==> src/sv/ordered_small_set_engine_unit_defines.svh <==
// Assertion macros for the ordered small-set engine.
`ifndef ORDERED_SMALL_SET_ENGINE_UNIT_DEFINES_SVH
`define ORDERED_SMALL_SET_ENGINE_UNIT_DEFINES_SVH

// Same-cycle implication, sampled on clk, off while in reset.
`define OSS_ASSERT_NOW(lbl, ante, cons, msg) \
	lbl: assert property (@(posedge clk) disable iff (!arst_n) (ante) |-> (cons)) \
		else $error(msg);

// Next-cycle implication.
`define OSS_ASSERT_NEXT(lbl, ante, cons, msg) \
	lbl: assert property (@(posedge clk) disable iff (!arst_n) (ante) |=> (cons)) \
		else $error(msg);

`endif

==> src/sv/oss_pkg.sv <==
// Shared types and codes for the ordered small-set engine.
package oss_pkg;

	localparam int VAL_W = 6;
	localparam int CMD_W = 3;
	localparam int KIND_W = 2;
	localparam int MAX_VALUE_DEF = 32;

	localparam logic [CMD_W-1:0] CMD_ADD = 3'd0;
	localparam logic [CMD_W-1:0] CMD_REMOVE = 3'd1;
	localparam logic [CMD_W-1:0] CMD_CHECK = 3'd2;
	localparam logic [CMD_W-1:0] CMD_TOGGLE = 3'd3;
	localparam logic [CMD_W-1:0] CMD_ALL = 3'd4;
	localparam logic [CMD_W-1:0] CMD_EMPTY = 3'd5;

	localparam logic [KIND_W-1:0] KIND_ANSWER = 2'd0;
	localparam logic [KIND_W-1:0] KIND_MEMBER = 2'd1;
	localparam logic [KIND_W-1:0] KIND_EMPTY = 2'd2;
	localparam logic [KIND_W-1:0] KIND_ERROR = 2'd3;

	typedef enum logic [2:0] {
		ST_IDLE,
		ST_ERROR,
		ST_ANSWER,
		ST_SEARCH,
		ST_SHIFT,
		ST_FILL,
		ST_LIST
	} state_t;

endpackage

==> src/sv/ordered_small_set_engine_unit.sv <==
// Ordered small-set engine: bitmap plus insertion-ordered member list in one RAM.
`include "ordered_small_set_engine_unit_defines.svh"

// One command beat is taken when the engine is idle; it then emits its result beats
// (error, answer, listing) through a single output register. The listing reads the
// order-list RAM through its one read port at one member per cycle while the output
// is not stalled; an add, toggle, remove or empty lists the whole set after the
// operation, and a check gives its answer beat before that listing (an empty set
// still gives one beat). A remove or toggle of a member first scans the list for it
// and then shifts the tail back through the same port. The all command writes every
// value from 1 to MAX_VALUE into the list before listing. An error gives a single
// beat and no listing. Output back-pressure stalls the answer, error and listing
// beats. The RAM needs no clearing pass: only entries below the count are ever read.
module ordered_small_set_engine_unit
	import oss_pkg::*;
#(
	parameter int MAX_VALUE = MAX_VALUE_DEF
) (
	input  logic              clk,
	input  logic              arst_n,
	input  logic              cmd_valid,
	output logic              cmd_ready,
	input  logic [CMD_W-1:0]  command,
	input  logic [VAL_W-1:0]  operand,
	output logic              res_valid,
	input  logic              res_ready,
	output logic [KIND_W-1:0] kind,
	output logic [VAL_W-1:0]  element,
	output logic              member,
	output logic              last
);

	localparam int AW = $clog2(MAX_VALUE);
	localparam int CW = $clog2(MAX_VALUE + 1);
	localparam logic [CW-1:0] CNT_MAX = CW'(MAX_VALUE);
	localparam logic [AW-1:0] ADDR_LAST = AW'(MAX_VALUE - 1);

	state_t state_q, state_d;

	logic [MAX_VALUE-1:0] bits_q;
	logic [CW-1:0]        count_q;
	logic [CW-1:0]        r_q;
	logic [CW-1:0]        w_q;
	logic [AW-1:0]        f_q;
	logic                 pend_q;
	logic [VAL_W-1:0]     op_q;

	logic [VAL_W-1:0] mem [MAX_VALUE];
	logic [VAL_W-1:0] mem_rd_q;

	logic              res_valid_q;
	logic [KIND_W-1:0] kind_q;
	logic [VAL_W-1:0]  element_q;
	logic              member_q;
	logic              last_q;

	// decode of the incoming beat
	logic             accept;
	logic [VAL_W-1:0] in_vm1;
	logic [AW-1:0]    in_idx;
	logic             in_present;
	logic             in_bad;
	logic [VAL_W-1:0] op_vm1;
	logic [AW-1:0]    op_idx;

	// datapath controls
	logic              slot_free;
	logic              rd_en;
	logic [AW-1:0]     rd_addr;
	logic              wr_en;
	logic [AW-1:0]     wr_addr;
	logic [VAL_W-1:0]  wr_data;
	logic              do_add;
	logic              do_drop;
	logic              do_fill_end;
	logic              do_clear;
	logic              r_clr;
	logic              r_inc;
	logic              pend_d;
	logic              w_load;
	logic              w_inc;
	logic              f_inc;
	logic              ld;
	logic [KIND_W-1:0] ld_kind;
	logic [VAL_W-1:0]  ld_element;
	logic              ld_member;
	logic              ld_last;
	logic              hit;
	logic              shift_more;

	assign cmd_ready = (state_q == ST_IDLE);
	assign accept = cmd_valid && cmd_ready;
	assign slot_free = !res_valid_q || res_ready;

	assign in_vm1 = operand - VAL_W'(1);
	assign in_idx = in_vm1[AW-1:0];
	assign op_vm1 = op_q - VAL_W'(1);
	assign op_idx = op_vm1[AW-1:0];
	assign in_bad = (command > CMD_EMPTY) ||
		((command <= CMD_TOGGLE) &&
		 ((operand == VAL_W'(0)) || (operand > VAL_W'(MAX_VALUE))));
	assign in_present = bits_q[in_idx];

	assign hit = pend_q && (mem_rd_q == op_q);
	assign shift_more = (w_q + CW'(1)) < count_q;

	// next state
	always_comb begin
		state_d = state_q;
		case (state_q)
			ST_IDLE: begin
				if (accept) begin
					if (in_bad) begin
						state_d = ST_ERROR;
					end else begin
						case (command)
							CMD_CHECK: state_d = ST_ANSWER;
							CMD_ALL: state_d = ST_FILL;
							CMD_REMOVE, CMD_TOGGLE:
								state_d = in_present ? ST_SEARCH : ST_LIST;
							default: state_d = ST_LIST;
						endcase
					end
				end
			end
			ST_ERROR: begin
				if (slot_free) state_d = ST_IDLE;
			end
			ST_ANSWER: begin
				if (slot_free) state_d = ST_LIST;
			end
			ST_SEARCH: begin
				if (hit) state_d = ST_SHIFT;
			end
			ST_SHIFT: begin
				if (!shift_more) state_d = ST_LIST;
			end
			ST_FILL: begin
				if (f_q == ADDR_LAST) state_d = ST_LIST;
			end
			ST_LIST: begin
				if (ld && ld_last) state_d = ST_IDLE;
			end
			default: state_d = ST_IDLE;
		endcase
	end

	// controls per state
	always_comb begin
		rd_en = 1'b0;
		rd_addr = r_q[AW-1:0];
		wr_en = 1'b0;
		wr_addr = count_q[AW-1:0];
		wr_data = operand;
		do_add = 1'b0;
		do_drop = 1'b0;
		do_fill_end = 1'b0;
		do_clear = 1'b0;
		r_clr = 1'b1;
		r_inc = 1'b0;
		pend_d = 1'b0;
		w_load = 1'b0;
		w_inc = 1'b0;
		f_inc = 1'b0;
		ld = 1'b0;
		ld_kind = KIND_MEMBER;
		ld_element = '0;
		ld_member = 1'b0;
		ld_last = 1'b0;
		case (state_q)
			ST_IDLE: begin
				if (accept && !in_bad) begin
					case (command)
						CMD_ADD: do_add = !in_present;
						CMD_TOGGLE: do_add = !in_present;
						CMD_EMPTY: do_clear = 1'b1;
						default: ;
					endcase
				end
				// append goes to the slot just past the list
				wr_en = do_add;
			end
			ST_ERROR: begin
				ld = slot_free;
				ld_kind = KIND_ERROR;
				ld_last = 1'b1;
			end
			ST_ANSWER: begin
				ld = slot_free;
				ld_kind = KIND_ANSWER;
				ld_member = bits_q[op_idx];
			end
			ST_SEARCH: begin
				// read one entry a cycle, compare the one read last cycle
				r_clr = 1'b0;
				rd_en = r_q < count_q;
				r_inc = rd_en;
				pend_d = rd_en;
				w_load = hit;
			end
			ST_SHIFT: begin
				// mem_rd_q holds entry w+1; move it down to w
				if (shift_more) begin
					r_clr = 1'b0;
					wr_en = 1'b1;
					wr_addr = w_q[AW-1:0];
					wr_data = mem_rd_q;
					w_inc = 1'b1;
					rd_en = r_q < count_q;
					r_inc = rd_en;
					pend_d = rd_en;
				end else begin
					do_drop = 1'b1;
				end
			end
			ST_FILL: begin
				wr_en = 1'b1;
				wr_addr = f_q;
				wr_data = VAL_W'(f_q) + VAL_W'(1);
				f_inc = 1'b1;
				do_fill_end = (f_q == ADDR_LAST);
			end
			ST_LIST: begin
				if (count_q == CW'(0)) begin
					ld = slot_free;
					ld_kind = KIND_EMPTY;
					ld_last = 1'b1;
				end else begin
					r_clr = 1'b0;
					rd_en = (!pend_q || slot_free) && (r_q < count_q);
					r_inc = rd_en;
					ld = pend_q && slot_free;
					ld_element = mem_rd_q;
					ld_last = (r_q == count_q);
					pend_d = rd_en || (pend_q && !slot_free);
				end
			end
			default: ;
		endcase
	end

	always_ff @(posedge clk or negedge arst_n) begin
		if (!arst_n) begin
			state_q <= ST_IDLE;
			bits_q <= '0;
			count_q <= '0;
			r_q <= '0;
			w_q <= '0;
			f_q <= '0;
			pend_q <= 1'b0;
			res_valid_q <= 1'b0;
		end else begin
			state_q <= state_d;
			pend_q <= pend_d;
			if (r_clr) r_q <= '0;
			else if (r_inc) r_q <= r_q + CW'(1);
			if (w_load) w_q <= r_q - CW'(1);
			else if (w_inc) w_q <= w_q + CW'(1);
			if (state_q != ST_FILL) f_q <= '0;
			else if (f_inc) f_q <= f_q + AW'(1);
			if (do_add) begin
				bits_q[in_idx] <= 1'b1;
				count_q <= count_q + CW'(1);
			end else if (do_drop) begin
				bits_q[op_idx] <= 1'b0;
				count_q <= count_q - CW'(1);
			end else if (do_fill_end) begin
				bits_q <= '1;
				count_q <= CNT_MAX;
			end else if (do_clear) begin
				bits_q <= '0;
				count_q <= '0;
			end
			res_valid_q <= ld || (res_valid_q && !res_ready);
		end
	end

	always_ff @(posedge clk) begin
		if (accept) op_q <= operand;
		if (ld) begin
			kind_q <= ld_kind;
			element_q <= ld_element;
			member_q <= ld_member;
			last_q <= ld_last;
		end
	end

	// order-list RAM, one write and one registered read port
	always_ff @(posedge clk) begin
		if (wr_en) mem[wr_addr] <= wr_data;
		if (rd_en) mem_rd_q <= mem[rd_addr];
	end

	assign res_valid = res_valid_q;
	assign kind = kind_q;
	assign element = element_q;
	assign member = member_q;
	assign last = last_q;

	`OSS_ASSERT_NOW(a_count_bound, 1'b1, count_q <= CNT_MAX, "member count above maximum")
	`OSS_ASSERT_NOW(a_bits_match_count, 1'b1, $countones(bits_q) == int'(count_q),
		"bitmap population differs from member count")
	`OSS_ASSERT_NOW(a_shift_in_list, state_q == ST_SHIFT, w_q < count_q,
		"shift position past end of list")
	`OSS_ASSERT_NEXT(a_search_hits, state_q == ST_SEARCH && !hit && r_q == count_q,
		state_q == ST_SEARCH && hit, "search ran off the list without a match")

endmodule
==> config.mk <==
export PLATFORM = sky130hd
export DESIGN_NAME = ordered_small_set_engine_unit
export DESIGN_NICKNAME = d
export VERILOG_FILES = /design/src/sv/oss_pkg.sv /design/src/sv/ordered_small_set_engine_unit.sv
export VERILOG_INCLUDE_DIRS = /design/src /design/src/sv
export SDC_FILE = /design/constraint.sdc
export NUM_CORES = 1
export LEC_CHECK = 0
export ABC_AREA = 0
export BUFFER_PORTS_ARGS = -buffer_cell sky130_fd_sc_hd__buf_2
export CAP_MARGIN = 10
export CORE_ASPECT_RATIO = 1.2
export CORE_MARGIN = 10
export CORE_UTILIZATION = 57
export DETAILED_ROUTE_END_ITERATION = 6
export GPL_ROUTABILITY_DRIVEN = 0
export MAX_ROUTING_LAYER = met4
export PLACE_DENSITY = 0.76
export RECOVER_POWER = 50
export SYNTH_ARGS = -nofsm -noshare
export SYNTH_HDL_FRONTEND = slang
export SYNTH_SLANG_ARGS = --single-unit
==> constraint.sdc <==
create_clock -name clk -period 3.45 [get_ports clk]
set_clock_uncertainty 0.1 [all_clocks]
set_input_delay 0.69 -clock clk [delete_from_list [all_inputs] [get_ports clk]]
set_output_delay 0.69 -clock clk [all_outputs]
set_load 0.05 [all_outputs]
# == Word level (Yosys, flattened, before mapping) ==
# Memory sizes are Yosys's and may differ from the RTL's. A register that Yosys moved wholly into a read port is not among the register bits.
# Cells that the tools add are included.
# word_totals
n_memories,1
ram_bits,192
reg_bits,76
elab_cells,160
# op_classes
eq_ne,22
bitwise_logic,4
n_addsub,9
reduce_logical,36
muxes,66
n_lt_le_gt_ge,9
# mem_list
name,depth,word_bits,read_ports,rd_clocked_by_memory_dff,write_ports,line,source
mem,32,6,1,1,1,ordered_small_set_engine_unit.sv:48,logic [VAL_W-1:0] mem [MAX_VALUE];
# op_table
operator,n
$mux 32,4
$mux 6,9
$and 32x32->32,1
$not 32->32,1
$or 32x32->32,1
$mux 3,9
$mux 1,25
$pmux 3 s7,1
$add 6x1->6 const B,3
$eq 3x3->1 const B,5
$mux 5,3
$eq 3x2->1 const B,4
$eq 6x6->1,2
$logic_not 6->1,2
$lt 5x6->1 const B,2
$lt 6x6->1,2
$ne 2x2->1 const B,6
$pmux 1 s3,4
$pmux 6 s2,1
$sub 6x1->6 const B,2
$logic_and 1x1->1,11
$bmux 1 s5,2
$demux 1 s5,2
$ge 5x1->1 const B,2
23 further kinds,42

# == Longest topological paths before layout ==
# logic_depth
ltp_word,12
mapped_depth,12
mapped_depth_nobuf,11

# == Worst setup path before layout ==
# No wires, ideal clock.
# synth_path
path_kind,register -> register
from,register state_q[1]
to,memory mem[11][0] (enable)
setup_slack_ns,-0.374
t_arrival_ns,3.374
path_stages_with_launch,9
cell_sequence,dfrtp_1 > clkbuf_1 > nor3_1 > and2_1 > dlymetal6s4s_1 > nand3_1 > o21ai_0 > nand3_1 > nor2_1
# synth_between
elab_chain_cells,7
# synth_lines
item,line,source
"start, declared",ordered_small_set_engine_unit.sv:38,"state_t state_q, state_d;"
"start signal, assigned",ordered_small_set_engine_unit.sv:253,state_q <= state_d;
$logic_not 3->1,ordered_small_set_engine_unit.sv:91,assign cmd_ready = (state_q == ST_IDLE);
named net cmd_ready,ordered_small_set_engine_unit.sv:22,"output logic cmd_ready,"
$logic_and 1x1->1,ordered_small_set_engine_unit.sv:92,assign accept = cmd_valid && cmd_ready;
named net accept,ordered_small_set_engine_unit.sv:58,logic accept;
$logic_and 1x1->1,ordered_small_set_engine_unit.sv:172,if (accept && !in_bad) begin
$mux 1,ordered_small_set_engine_unit.sv:172,
$pmux 1 s3,ordered_small_set_engine_unit.sv:170,case (state_q)
$mux 1,ordered_small_set_engine_unit.sv:290,if (wr_en) mem[wr_addr] <= wr_data;
$mux 1 (not written as such),ordered_small_set_engine_unit.sv:290,
"end, declared",ordered_small_set_engine_unit.sv:48,
# The timed path passes the listed nets, and every way through them passes these cells.

# == Final worst setup path ==
# layout_path
from,register w_q[0]
to,memory mem[20][0] (enable)
# layout_between
elab_chain_cells,6
# layout_lines
item,line,source
"start, declared",ordered_small_set_engine_unit.sv:43,logic [CW-1:0] w_q;
"start signal, assigned",ordered_small_set_engine_unit.sv:257,if (w_load) w_q <= r_q - CW'(1);
"start signal, assigned",ordered_small_set_engine_unit.sv:258,else if (w_inc) w_q <= w_q + CW'(1);
$add 6x1->6,ordered_small_set_engine_unit.sv:105,assign shift_more = (w_q + CW'(1)) < count_q;
$lt 6x6->1,ordered_small_set_engine_unit.sv:105,
$mux 1,ordered_small_set_engine_unit.sv:203,if (shift_more) begin
$pmux 1 s3,ordered_small_set_engine_unit.sv:170,
$mux 1,ordered_small_set_engine_unit.sv:290,
$mux 1 (not written as such),ordered_small_set_engine_unit.sv:290,
# Parallel ways exist; a longest one is shown, timed or not.

==> flow_metrics.py <==
metrics = {
    "run_status": {
        "status": "finished with violations",
        "violations": "capacitance limit, slew limit, setup timing",
    },
    "detailed_routing": {
        "route.vias.total": 8634,
        "drcViolationCount": 0,
        "firstDrtPassIters": 5,
        "wirelength_mm": 32.2,
        "drt-initial-drc-count": 846,
        "ant_nets": 0,
        "via_per_inst": 6.44,
        "wl_per_cell_um": 24.0,
    },
    "synthesis": {
        "yosysSeqAreaShare_pct": 60.3,
        "synthArstFlopShare_pct": 21.9,
        "synth_top_area_cell": "edfxtp_1",
        "ys.warnings.count": 0,
        "synth_area_leaders": "edfxtp_1 (49%), mux4_2 (12%), dfrtp_1 (11%)",
        "netlist-cell-type-count": 73,
        "synth_enable_flop_cells": 214,
        "synthFlopType": "edfxtp_1",
        "synthCells": 913,
        "synthesis.nets": 952,
        "synth_top_area_share_pct": 48.9,
        "syn_avg_cell_area_um2": 14.4,
        "ys_ff_latch": 274,
        "synth_area_mm2": 0.0132,
    },
    "cells_and_area": {
        "final_common_cell": "edfxtp_1",
        "layout.cells.non_filler": 1340,
        "n_fill_cell": 1479,
        "mostFrequentLayoutCells": "edfxtp_1 (214), mux4_2 (72), buf_4 (66)",
        "drive_gt1_share_pct": 30.6,
        "syn_to_final_growth_pct": 17.9,
        "multi_input_area_mm2": 0.00530,
        "register_area_mm2": 0.00793,
        "antenna_cells": 0,
        "fin_nets": 1051,
    },
    "clock_network": {
        "clockBufferDepth": 3,
        "cts_made_buffers": 27,
        "cts.reportedPaths.clkPinSlew_ps": 60,
        "clock_sinks": 274,
        "cts_hold_buf": 0,
        "clock_latency_ps": 550,
        "root_buffer": "clkbuf_16",
        "cts_tree": "done",
        "htreeDepth": 1,
    },
    "place": {
        "dpl.hpwl_mm": 21.6,
        "port_buffers": 24,
        "dp_cells": 1284,
    },
    "worst_setup_path": {
        "path_buf_inv": 3,
        "end_kind": "flop",
        "required_ps": 3590,
        "critical-path-top-delay-family": "simple AND/OR/NAND/NOR gates",
        "cp-startpoint": "w_q[0]$_DFFE_PN0P_",
        "criticalPathCategory": "reg -> reg",
        "crit_slowest_cell": "dfrtp_1",
        "reg2reg_to": "mem[20][0]$_DFFE_PP_",
        "crit_chain": "and3_4, and3_4, xor2_1, ha_1, and3_4, a221o_1, nor3_4, a222oi_1, buf_4, buf_6, nor2_4, nand2_4, nor2_2, buf_6",
        "worstPathMaxFanout": 6,
        "ff2ff_setup_slack_ps": -80,
        "reg2reg_from": "w_q[0]$_DFFE_PN0P_",
        "startpoint_type": "flop",
        "cp_data_arrival_time_ps": 3670,
        "cpMostUsedCell": "and3_4",
        "worstRegToRegCells": 14,
        "slowest_delay_ps": 390,
    },
    "power_and_ir_drop": {
        "p_leak_nw": 5.42,
        "vdd.ir_drop.worst_mv": 0.589,
        "p_per_area_mw_per_mm2": 811,
        "total_power_mw": 12.6,
    },
    "floorplan": {
        "rows": 60,
        "die_h_um": 186,
        "ios": 25,
        "die_w_um": 159,
        "core_mm2": 0.0226,
        "die_area_mm2": 0.0296,
        "start_util_pct": 58.2,
    },
    "timing": {
        "fin_crit_ps": 3530,
        "rsz0062_at_grt": "true",
        "slew_viol_final": 28,
        "min_period_over_period_pct": 102,
        "slew_headroom_pct": -14.5,
        "setup_viol": 58,
        "postLayoutSetupSlackWorst_ps": -82.0,
        "final-hold-violation-count": 0,
        "holdWs_ps": 250,
        "worst_pin_slew_ps": 1720,
        "fmax_ghz": 0.283,
    },
    "hold_path": {
        "min_to": "res_valid$_DFF_PN0_",
        "worstHoldStart": "res_ready",
        "hold_path_depth": 2,
        "hold_path.class": "in -> reg",
    },
    "grt": {
        "overflow": 0,
        "track_usage_pct": 22.0,
        "grt_pass1_vias": 8534,
        "antenna_found_initial": 0,
        "grt_max_degree": 50,
        "grt_first_pass_wirelength_mm": 49.6,
    },
    "job": {
        "maxCapViolations": 1,
    },
}
[cell usage after synthesis, drive strengths merged (5+ instances only)]
master  count
edfxtp    214
mux4       78
nor2       68
nand2      66
dfrtp      60
o21ai      41
clkbuf     39
nand3      29
a31oi      28
ha         26
a21oi      23
inv        19
o211ai     19
and2       16
xor2       16
xnor2      15
buf        14
nor3       14
nand4      12
nor2b      10
a221o       8
mux2        8
or3         8
nand2b      7
and3        6
o22ai       6
o31ai       5
[report_power, final]
part | leakage, nW | total, mW | internal (mW) | switching [mW]
sequential | 2.70 | 4.72 | 4.39 | 0.328
combinational | 2.34 | 5.17 | 2.11 | 3.06
clock | 0.383 | 2.69 | 1.51 | 1.18
[worst max-delay path by stage]
stage,end,slack (ps),cells after the start
detailed placement,mem[27][5]$_DFFE_PP_,-110,11
global route,mem[21][0]$_DFFE_PP_,-180,14
finish,mem[20][0]$_DFFE_PP_,-80,14
global placement,mem[19][0]$_DFFE_PP_,-30,11
floorplan,mem[11][0]$_DFFE_PP_,80,12
CTS,mem[14][2]$_DFFE_PP_,-90,13
[cell type report]
| type | instances | area share (%) |
|---|---|---|
| multi-input combinational | 565 | 34.2 |
| sequential | 274 | 51.2 |
| timing repair buffer | 125 | 6.55 |
| clock inverter | 11 | 0.549 |
| clock buffer | 36 | 4.58 |
| tap | 310 | 2.50 |
| inverter | 19 | 0.460 |
[registers in the layout, indices dropped and copies added, names as in the netlist]
signal     count
bits_q        32
last           1
kind           2
count_q        6
element        6
state_q        3
r_q            6
f_q            5
op_q           6
mem_rd_q       6
res_valid      1
member         1
pend_q         1
w_q            6
mem          192
[per-stage QoR]
stage / setup slack [ps] / TNS, ps / area (µm²) / util (%)
floorplan: 82.8 / 0 / 13300 / -
global placement: -34.9 / -2320 / 14300 / 63.2
detailed placement: -115 / -12730 / 14300 / 63.2
CTS: -90.6 / -4620 / 15100 / 66.9
global route: -175 / -19430 / 15500 / 68.6
finish: -82.0 / -2900 / 15500 / 68.6
[routing by layer]
layer  routed length [µm]  GRT usage, %  share of wire [%]
met1                12300          28.5                 38
met2                16300          34.9                 51
met3                 2460          3.38                7.6
met4                 1190          7.14                3.7
met5                    0             -                  0
[cells by family (layout without fill, tap and decap cells)]
family / after synthesis / count (layout) / share of synthesized area [%]
AND/OR/NAND/NOR: 256 / 256 / 9.51
AO/OA/AOI/OAI: 162 / 162 / 8.55
XOR/XNOR: 31 / 31 / 2.06
flip-flops: 274 / 274 / 60.3
multiplexers: 90 / 90 / 14.5
buffers and inverters: 74 / 191 / 2.62
adder cells (fa/ha/maj): 26 / 26 / 2.47
[what timing repair did]
action                                  in CTS  in global routing
gates cloned                                 0                  0
resized for setup                            9                 81
endpoints found under the setup margin     170                236
buffers inserted                             2                  7
pin swaps                                    4                 27
Power figures use the tool's default switching activity.
